File: config.mk
export PLATFORM = sky130hd
export DESIGN_NAME = parametric_line_rasterizer_unit
export DESIGN_NICKNAME = d
export VERILOG_FILES = /design/src/hw/rtl/plr_pkg.sv /design/src/hw/rtl/plr_step_unit.sv /design/src/hw/rtl/parametric_line_rasterizer_unit.sv
export SDC_FILE = /design/constraint.sdc
export NUM_CORES = 1
export LEC_CHECK = 0
export BUFFER_PORTS_ARGS = -buffer_cell sky130_fd_sc_hd__clkbuf_2
export CORE_MARGIN = 1.5
export CORE_UTILIZATION = 51
export CTS_CLUSTER_DIAMETER = 60
export DETAILED_ROUTE_END_ITERATION = 6
export PLACE_DENSITY = 0.8
export SYNTH_ARGS = -nofsm -noshare
export SYNTH_HDL_FRONTEND = slang
export SYNTH_SLANG_ARGS = --single-unit
export TNS_END_PERCENT = 100
File: constraint.sdc
create_clock -name clk -period 8.52 [get_ports clk]
set_clock_uncertainty 0.15 [all_clocks]
set_input_delay 0.426 -clock clk [delete_from_list [all_inputs] [get_ports clk]]
set_output_delay 0.426 -clock clk [all_outputs]
set_load 0.05 [all_outputs]
File: src/hw/rtl/plr_pkg.sv
// Shared widths, defaults and codes for the parametric line rasterizer.
package plr_pkg;

  // Field widths fixed by the item format.
  localparam int CoordW = 13;  // endpoint coordinate, signed
  localparam int DeltaW = 14;  // endpoint difference, signed
  localparam int ColorW = 32;  // pixel color
  localparam int PixW   = 10;  // emitted column and row
  localparam int CrdW   = 16;  // full signed point coordinate on the line

  // Length computation: dx*dx + dy*dy, then sqrt of that value in Q.8.
  localparam int SqW   = 28;   // holds 2 * 8191^2
  localparam int RootW = 22;   // sqrt(SqW bits << 16)

  // Parameter defaults.
  localparam int SCREEN_WIDTH_DEF    = 1024;
  localparam int SCREEN_HEIGHT_DEF   = 1024;
  localparam int T_FRACTION_BITS_DEF = 16;

  typedef enum logic {
    OP_START = 1'b0,
    OP_TICK  = 1'b1
  } op_t;

endpackage

File: src/hw/rtl/plr_step_unit.sv
// Step unit: integer square root and restoring divide over one shared subtractor.
module plr_step_unit #(
  parameter int TFracBits = plr_pkg::T_FRACTION_BITS_DEF
) (
  input  logic                          clk,
  input  logic                          rst,
  input  logic                          start,
  input  logic [plr_pkg::SqW-1:0]       sq,
  output logic                          done,
  output logic [TFracBits:0]            step
);

  localparam int RootW   = plr_pkg::RootW;
  localparam int RemW    = RootW + 2;
  localparam int NumW    = TFracBits + 9;
  localparam int StepW   = TFracBits + 1;
  localparam int IterMax = (RootW > NumW) ? RootW : NumW;
  localparam int CntW    = $clog2(IterMax + 1);
  localparam logic [StepW-1:0] StepMax = '1;

  typedef enum logic [1:0] {
    P_IDLE,
    P_ROOT,
    P_DIV
  } phase_t;

  phase_t              phase;
  logic [2*RootW-1:0]  vsh;
  logic [RemW-1:0]     rem;
  logic [RootW-1:0]    root;
  logic [NumW-1:0]     quo;
  logic [CntW-1:0]     cnt;

  logic [RemW-1:0]     sub_a;
  logic [RemW-1:0]     sub_b;
  logic [RemW:0]       diff;
  logic                ge;
  logic                nbit;

  // Numerator is a single one in its top bit: feed it on the first divide step.
  assign nbit = (cnt == CntW'(NumW));

  // Shared compare and subtract.
  always_comb begin
    unique case (phase)
      P_ROOT: begin
        sub_a = {rem[RemW-3:0], vsh[2*RootW-1 -: 2]};
        sub_b = {1'b0, root[RootW-2:0], 2'b01};
      end
      P_DIV: begin
        sub_a = {rem[RemW-2:0], nbit};
        sub_b = {2'b00, root};
      end
      default: begin
        sub_a = '0;
        sub_b = '0;
      end
    endcase
  end

  assign diff = {1'b0, sub_a} - {1'b0, sub_b};
  assign ge   = ~diff[RemW];

  // Zero length or an oversized quotient take the largest step.
  assign step = ((root == '0) || (quo > NumW'(StepMax))) ? StepMax : quo[StepW-1:0];

  always_ff @(posedge clk) begin
    if (rst) begin
      phase <= P_IDLE;
      done  <= 1'b0;
    end else begin
      done <= 1'b0;
      unique case (phase)
        P_IDLE: begin
          if (start) begin
            vsh   <= {sq, {(2*RootW-plr_pkg::SqW){1'b0}}};
            rem   <= '0;
            root  <= '0;
            quo   <= '0;
            cnt   <= CntW'(RootW);
            phase <= P_ROOT;
          end
        end
        P_ROOT: begin
          vsh  <= {vsh[2*RootW-3:0], 2'b00};
          rem  <= ge ? diff[RemW-1:0] : sub_a;
          root <= {root[RootW-2:0], ge};
          cnt  <= cnt - 1'b1;
          if (cnt == CntW'(1)) begin
            rem   <= '0;
            cnt   <= CntW'(NumW);
            phase <= P_DIV;
          end
        end
        P_DIV: begin
          rem <= ge ? diff[RemW-1:0] : sub_a;
          quo <= {quo[NumW-2:0], ge};
          cnt <= cnt - 1'b1;
          if (cnt == CntW'(1)) begin
            done  <= 1'b1;
            phase <= P_IDLE;
          end
        end
        default: begin
          phase <= P_IDLE;
        end
      endcase
    end
  end

endmodule

File: src/hw/rtl/parametric_line_rasterizer_unit.sv
// Top level of the parametric line rasterizer: sequencer, shared multiplier, output word.
//
// A start word latches two endpoints and a color, forms the line length in Q.8
// (sqrt of dx*dx + dy*dy) and a parameter step of one over that length in
// Q.T_FRACTION_BITS; each tick word then returns one point floor(a + t*(b-a)),
// flagged draw only inside the SCREEN_WIDTH x SCREEN_HEIGHT window, and steps
// t until it passes 1.0. Every input word yields exactly one output word. A
// start word runs the multiplier for the squares in S_SQX and S_SQY, sums them
// in S_SQSUM, then takes 22 square root steps and T_FRACTION_BITS + 9 divide
// steps in the step unit, which shares one subtractor between both, before
// S_STEP hands the step back. A tick on an active line runs S_TX, S_TY and
// S_TFIN, as the single multiplier forms t*dx and then t*dy. A tick with no
// line active answers straight from idle with done_res set. in_ready is high
// only while the sequencer is idle and the output register is free or being
// emptied.
module parametric_line_rasterizer_unit #(
  parameter int SCREEN_WIDTH    = plr_pkg::SCREEN_WIDTH_DEF,
  parameter int SCREEN_HEIGHT   = plr_pkg::SCREEN_HEIGHT_DEF,
  parameter int T_FRACTION_BITS = plr_pkg::T_FRACTION_BITS_DEF
) (
  input  logic                              clk,
  input  logic                              rst,
  input  logic                              in_valid,
  output logic                              in_ready,
  input  logic                              op,
  input  logic signed [plr_pkg::CoordW-1:0] start_x,
  input  logic signed [plr_pkg::CoordW-1:0] start_y,
  input  logic signed [plr_pkg::CoordW-1:0] end_x,
  input  logic signed [plr_pkg::CoordW-1:0] end_y,
  input  logic [plr_pkg::ColorW-1:0]        line_color,
  output logic                              out_valid,
  input  logic                              out_ready,
  output logic [plr_pkg::PixW-1:0]          pixel_x,
  output logic [plr_pkg::PixW-1:0]          pixel_y,
  output logic [plr_pkg::ColorW-1:0]        pixel_color,
  output logic                              draw,
  output logic                              done_res
);

  localparam int F      = T_FRACTION_BITS;
  localparam int CoordW = plr_pkg::CoordW;
  localparam int DeltaW = plr_pkg::DeltaW;
  localparam int CrdW   = plr_pkg::CrdW;
  localparam int PixW   = plr_pkg::PixW;
  localparam int SqW    = plr_pkg::SqW;
  localparam int TW     = F + 2;                          // t holds up to 1.0 + step
  localparam int MulW   = (F + 3 > 15) ? F + 3 : 15;      // signed multiplier operand
  localparam int PW     = MulW + DeltaW;                  // product width
  localparam int AccW   = F + CrdW;                       // origin*2^F + t*delta
  localparam logic [TW-1:0] TOne = TW'(1) << F;
  localparam logic signed [CrdW-1:0] ScrW = CrdW'(SCREEN_WIDTH);
  localparam logic signed [CrdW-1:0] ScrH = CrdW'(SCREEN_HEIGHT);

  typedef enum logic [2:0] {
    S_IDLE,
    S_SQX,
    S_SQY,
    S_SQSUM,
    S_STEP,
    S_TX,
    S_TY,
    S_TFIN
  } state_t;

  state_t                    state;

  // Line state.
  logic signed [CoordW-1:0]  origin_x;
  logic signed [CoordW-1:0]  origin_y;
  logic signed [DeltaW-1:0]  delta_x;
  logic signed [DeltaW-1:0]  delta_y;
  logic [plr_pkg::ColorW-1:0] held_color;
  logic [TW-1:0]             param_t;
  logic [F:0]                param_step;
  logic                      line_active;

  // Working registers.
  logic [SqW-1:0]            sq;
  logic signed [PW-1:0]      prod;
  logic signed [CrdW-1:0]    x_coord;

  logic signed [MulW-1:0]    mul_a;
  logic signed [DeltaW-1:0]  mul_b;
  logic signed [CoordW-1:0]  org_sel;
  logic signed [AccW-1:0]    org_ext;
  logic signed [AccW-1:0]    acc;
  logic signed [CrdW-1:0]    coord;
  logic [TW-1:0]             t_sum;
  logic                      x_in;
  logic                      y_in;
  logic                      accept;
  logic                      step_start;
  logic                      step_done;
  logic [F:0]                step_val;
  logic [SqW-1:0]            sq_sum;

  assign in_ready = (state == S_IDLE) && (!out_valid || out_ready);
  assign accept   = in_valid && in_ready;

  // Feed the one multiplier: squares during start, t times delta during a tick.
  always_comb begin
    unique case (state)
      S_SQX: begin
        mul_a = {{(MulW-DeltaW){delta_x[DeltaW-1]}}, delta_x};
        mul_b = delta_x;
      end
      S_SQY: begin
        mul_a = {{(MulW-DeltaW){delta_y[DeltaW-1]}}, delta_y};
        mul_b = delta_y;
      end
      S_TX: begin
        mul_a = {{(MulW-TW){1'b0}}, param_t};
        mul_b = delta_x;
      end
      S_TY: begin
        mul_a = {{(MulW-TW){1'b0}}, param_t};
        mul_b = delta_y;
      end
      default: begin
        mul_a = '0;
        mul_b = '0;
      end
    endcase
  end

  // Point on one axis: arithmetic shift floors toward minus infinity.
  assign org_sel = (state == S_TFIN) ? origin_y : origin_x;
  assign org_ext = {{(CrdW-CoordW){org_sel[CoordW-1]}}, org_sel, {F{1'b0}}};
  assign acc     = org_ext + prod[AccW-1:0];
  assign coord   = acc[AccW-1:F];

  assign x_in  = (x_coord >= 0) && (x_coord < ScrW);
  assign y_in  = (coord >= 0) && (coord < ScrH);
  assign t_sum = param_t + TW'(param_step);

  assign sq_sum     = sq + prod[SqW-1:0];
  assign step_start = (state == S_SQSUM);

  plr_step_unit #(
    .TFracBits (F)
  ) u_step (
    .clk   (clk),
    .rst   (rst),
    .start (step_start),
    .sq    (sq_sum),
    .done  (step_done),
    .step  (step_val)
  );

  always_ff @(posedge clk) begin
    prod <= mul_a * mul_b;
    if (rst) begin
      state       <= S_IDLE;
      out_valid   <= 1'b0;
      line_active <= 1'b0;
      origin_x    <= '0;
      origin_y    <= '0;
      delta_x     <= '0;
      delta_y     <= '0;
      held_color  <= '0;
      param_t     <= '0;
      param_step  <= '0;
    end else begin
      // Drop the output word once it is taken.
      if (out_valid && out_ready) begin
        out_valid <= 1'b0;
      end
      unique case (state)
        S_IDLE: begin
          if (accept) begin
            if (op == plr_pkg::OP_START) begin
              // Latch the new line; any active line is dropped.
              origin_x    <= start_x;
              origin_y    <= start_y;
              delta_x     <= DeltaW'(end_x) - DeltaW'(start_x);
              delta_y     <= DeltaW'(end_y) - DeltaW'(start_y);
              held_color  <= line_color;
              param_t     <= '0;
              line_active <= 1'b1;
              state       <= S_SQX;
            end else if (!line_active) begin
              // Tick with no line: answer at once.
              out_valid   <= 1'b1;
              pixel_x     <= '0;
              pixel_y     <= '0;
              pixel_color <= '0;
              draw        <= 1'b0;
              done_res    <= 1'b1;
            end else begin
              state <= S_TX;
            end
          end
        end
        S_SQX: begin
          state <= S_SQY;
        end
        S_SQY: begin
          // prod holds dx*dx here.
          sq    <= prod[SqW-1:0];
          state <= S_SQSUM;
        end
        S_SQSUM: begin
          state <= S_STEP;
        end
        S_STEP: begin
          if (step_done) begin
            param_step  <= step_val;
            out_valid   <= 1'b1;
            pixel_x     <= '0;
            pixel_y     <= '0;
            pixel_color <= '0;
            draw        <= 1'b0;
            done_res    <= 1'b0;
            state       <= S_IDLE;
          end
        end
        S_TX: begin
          state <= S_TY;
        end
        S_TY: begin
          // prod holds t*dx here.
          x_coord <= coord;
          state   <= S_TFIN;
        end
        S_TFIN: begin
          out_valid   <= 1'b1;
          pixel_color <= held_color;
          draw        <= x_in && y_in;
          pixel_x     <= (x_in && y_in) ? x_coord[PixW-1:0] : '0;
          pixel_y     <= (x_in && y_in) ? coord[PixW-1:0] : '0;
          // Advance t; past 1.0 the line is finished.
          if (t_sum > TOne) begin
            param_t     <= '0;
            line_active <= 1'b0;
            done_res    <= 1'b1;
          end else begin
            param_t  <= t_sum;
            done_res <= 1'b0;
          end
          state <= S_IDLE;
        end
        default: begin
          state <= S_IDLE;
        end
      endcase
    end
  end

`ifndef SYNTHESIS
  // The step unit only finishes while the sequencer waits for it.
  a_step_done_waits: assert property (@(posedge clk) disable iff (rst)
    step_done |-> state == S_STEP)
    else $error("step unit finished outside the wait state");

  // A tick on an active line returns its word once S_TX, S_TY and S_TFIN have run.
  a_tick_latency: assert property (@(posedge clk) disable iff (rst)
    (accept && op == plr_pkg::OP_TICK && line_active) |-> ##4 out_valid)
    else $error("tick word not produced on time");

  // No new word is taken while a result is stalled.
  a_no_accept_on_stall: assert property (@(posedge clk) disable iff (rst)
    (out_valid && !out_ready) |-> !in_ready)
    else $error("input taken while output stalled");

  // A point not drawn carries zero coordinates.
  a_undrawn_zero: assert property (@(posedge clk) disable iff (rst)
    (out_valid && !draw) |-> (pixel_x == '0 && pixel_y == '0))
    else $error("undrawn point carries coordinates");
`endif

endmodule

==> run_results.csv <==
group,metric,value,unit
synth,synth_edf_count,201,
sta,slew_viol_final,0,
layout,layout_common_cells,"inv_1, nand2_1, nor2_1, fa_1, edfxtp_1",
layout,fin_nets,3730,
sta,finalCritPeriodShare,94.4,%
route,postRouteAntennaNets,0,
synth,async_reset_ff_share,0,%
placement,place_inst,3798,
clocking,post_cts_buffers,0,
power_and_ir_drop,p_per_area,180,mW/mm2
layout,stdcell_count,3930,
floorplanning,die_x,238,um
sta,worstMarginPinSlew,1.21,ns
clocking,root_buffer,"clkbuf_16",
sta,fmax,124,MHz
route,drt_iter0_drc,2154,
worst_setup_path,cp.arrival,8.43,ns
hold_path,min_path_type,"primary input to flop",
placement,io_buffers,144,
worst_setup_path,worstPathMaxFanout,29,
worst_setup_path,r2r-start,"state[0]",
global_routing,grt_pass1_wl,115000,um
worst_setup_path,crit_path_end_kind,"flop",
synth,syn_avg_cell_area,9.36,um2
global_routing,antenna_found_initial,1,
clocking,numCtsBuffers,42,
synth,ys_warn_count,0,
floorplanning,dieHeight,238,um
worst_setup_path,path_depth,32,
placement,dp_hpwl,54300,um
flow_run,max_cap_viol_count,0,
route,vias,22497,
synth,syn_nets,3555,
route,drt_pass1_iterations,6,
worst_setup_path,crit_end,"prod[25]",
clocking,cts_tree,"done",
worst_setup_path,cpMostUsedCell,"inv_1",
route,wl_per_cell,18.3,um
sta,rsz0062_at_grt,"false",
route,drc,0,
outcome,status,"completed",
sta,fin_setup_tns,0,ns
sta,setup_violations,0,
floorplanning,core-area,0.0549,mm2
synth,synth-seq-cells,362,
floorplanning,start_util,51.5,%
global_routing,first_global_vias,21910,
worst_setup_path,worstSetupStartpoint,"state[0]",
synth,yosys.cell_types.count,71,
worst_setup_path,reg2reg_slack,0.47,ns
worst_setup_path,cpLargestDelayFamily,"adder cells",
clocking,cts_max_path_buffers,3,
global_routing,grtUsageTotal,25.3,%
clocking,clk_pin_slew_worst_paths,0.06,ns
clocking,numClockSinks,362,
worst_setup_path,crit_buf_inv,9,
sta,hold_violations,0,
worst_setup_path,required,8.91,ns
global_routing,grt_overflow_total,0,
clocking,htreeDepth,2,
worst_setup_path,start_kind,"flop",
power_and_ir_drop,peakVddDrop,0.000184,V
layout,area_delta_synth_final,12.4,%
sta,relSlewSlack,19.6,%
synth,seq_area_frac_synth,32.8,%
worst_setup_path,r2r-end,"prod[25]",
clocking,insertion_delay,0.59,ns
route,wl,71700,um
synth,mappedNetlistArea,0.0282,mm2
floorplanning,ios,145,
route,routed_via_density,5.72,
placement,globalplace.congestion,0.958,
global_routing,grt_max_degree,92,
layout,final_common_cell,"inv_1",
layout,drive_gt1_share,9.46,%
worst_setup_path,slowest_delay,0.54,ns
power_and_ir_drop,leakagePower,0.0140,uW
floorplanning,die_area,0.0568,mm2
synth,synth_ff_type,"edfxtp_1",
worst_setup_path,rr_worst_depth,32,
layout,nFillCells,4561,
sta,fin_crit,8.05,ns
synth,synthCells,3016,
floorplanning,rows,86,
worst_setup_path,crit_type,"flop to flop",
worst_setup_path,critPathSlowestCell,"fa_1",
[cells by family (layout without fill, tap and decap cells)]
kind of cell / after synthesis / in the layout / share of synthesized area (%)
adder cells (fa/ha/maj): 450 / 450 / 26.7
other: 0 / 1 / 0
flip-flops: 362 / 362 / 32.8
AO/OA/AOI/OAI: 575 / 575 / 13.2
AND/OR/NAND/NOR: 993 / 993 / 16.0
buffers and inverters: 496 / 705 / 6.63
XOR/XNOR: 105 / 105 / 3.26
multiplexers: 35 / 35 / 1.32
[Yosys cell counts (25+ instances only)]
library cell | count | area, um2
and3_1 | 45 | 282
inv_1 | 379 | 1420
ha_1 | 194 | 2430
clkbuf_1 | 104 | 390
nand2_1 | 353 | 1330
edfxtp_1 | 201 | 6040
nor4_1 | 34 | 213
a21oi_1 | 163 | 816
and2_1 | 68 | 425
xor2_1 | 35 | 307
fa_1 | 256 | 5120
o21ai_0 | 120 | 601
a22oi_1 | 41 | 308
xnor2_1 | 70 | 613
nor2_1 | 301 | 1130
nand2b_1 | 26 | 163
a21o_1 | 45 | 338
nor3_1 | 44 | 220
dfxtp_1 | 161 | 3220
nand3_1 | 31 | 155
o21a_1 | 25 | 188
nor2b_1 | 26 | 163
a22o_1 | 35 | 307
[state kept, by name (all words and copies together), names as in the netlist, 14 cells and up]
register,flops
delta_x,14
pixel_color,32
delta_y,14
u_step.root,22
param_t,18
u_step.vsh,28
prod,32
param_step,17
held_color,32
u_step.quo,25
x_coord,16
u_step.rem,23
sq,28
[layout make-up]
type                            instances  area, um2  area share (%)
Inverter                              380       1430            4.50
Clock inverter                         21        239           0.753
Multi-Input combinational cell       2158      17100            54.0
Timing Repair Buffer                  247       1630            5.13
Tap cell                              704        881            2.78
Clock buffer                           57       1160            3.66
Antenna cell                            1       2.50         0.00789
Sequential cell                       362       9260            29.2
[metrics by stage]
stage	hold slack (ns)	power, uW	util, %	worst slack, ns	area, um2
global route	0.0410	5940	57.8	0.0131	31700
detailed placement	0.280	3870	54.3	0.483	29800
global placement	0.273	3850	54.3	0.601	29800
floorplan	0.262	3400	-	1.12	28200
finish	0.0407	5700	57.8	0.475	31700
CTS	0.0157	5690	57.8	0.409	31700
[layer usage]
layer	track usage (%)	part of all wire (%)
met1	34.5	42
met2	40.7	46
met3	4.32	7.8
met4	8.98	3.8
met5	0	0
[where the power goes]
group	leakage [uW]	switching, uW	total (uW)	internal (uW)
Clock	0.000677	758	1790	1040
Sequential	0.00315	128	2230	2110
Combinational	0.0102	1150	1670	518
Total	0.0140	2040	5700	3660
[repair_timing]
action / 4_1_cts / 5_1_grt
resized for setup: 0 / 1
setup endpoints to repair: 0 / 4
endpoints found under the hold margin: 53 / 0
hold buffers: 53 / 0
[worst min-delay path: stages]
cell and delay [ns]:
clkbuf_2 0.08, inv_1 0.05, ha_1 0.13, a211oi_1 0.06
[worst min-delay path by stage]
stage / startpoint / to / slack, ns / cells after the start
after floorplan: prod[0] / sq[0] / 0.26 / 0
after global placement: prod[3] / sq[3] / 0.27 / 0
after detailed placement: prod[12] / sq[12] / 0.28 / 0
after CTS: start_y[9] / origin_y[9] / 0.02 / 3
after global routing: start_y[5] / origin_y[5] / 0.04 / 3
final: end_y[0] / delta_y[0] / 0.04 / 4
(Power assumes the default switching activity.)
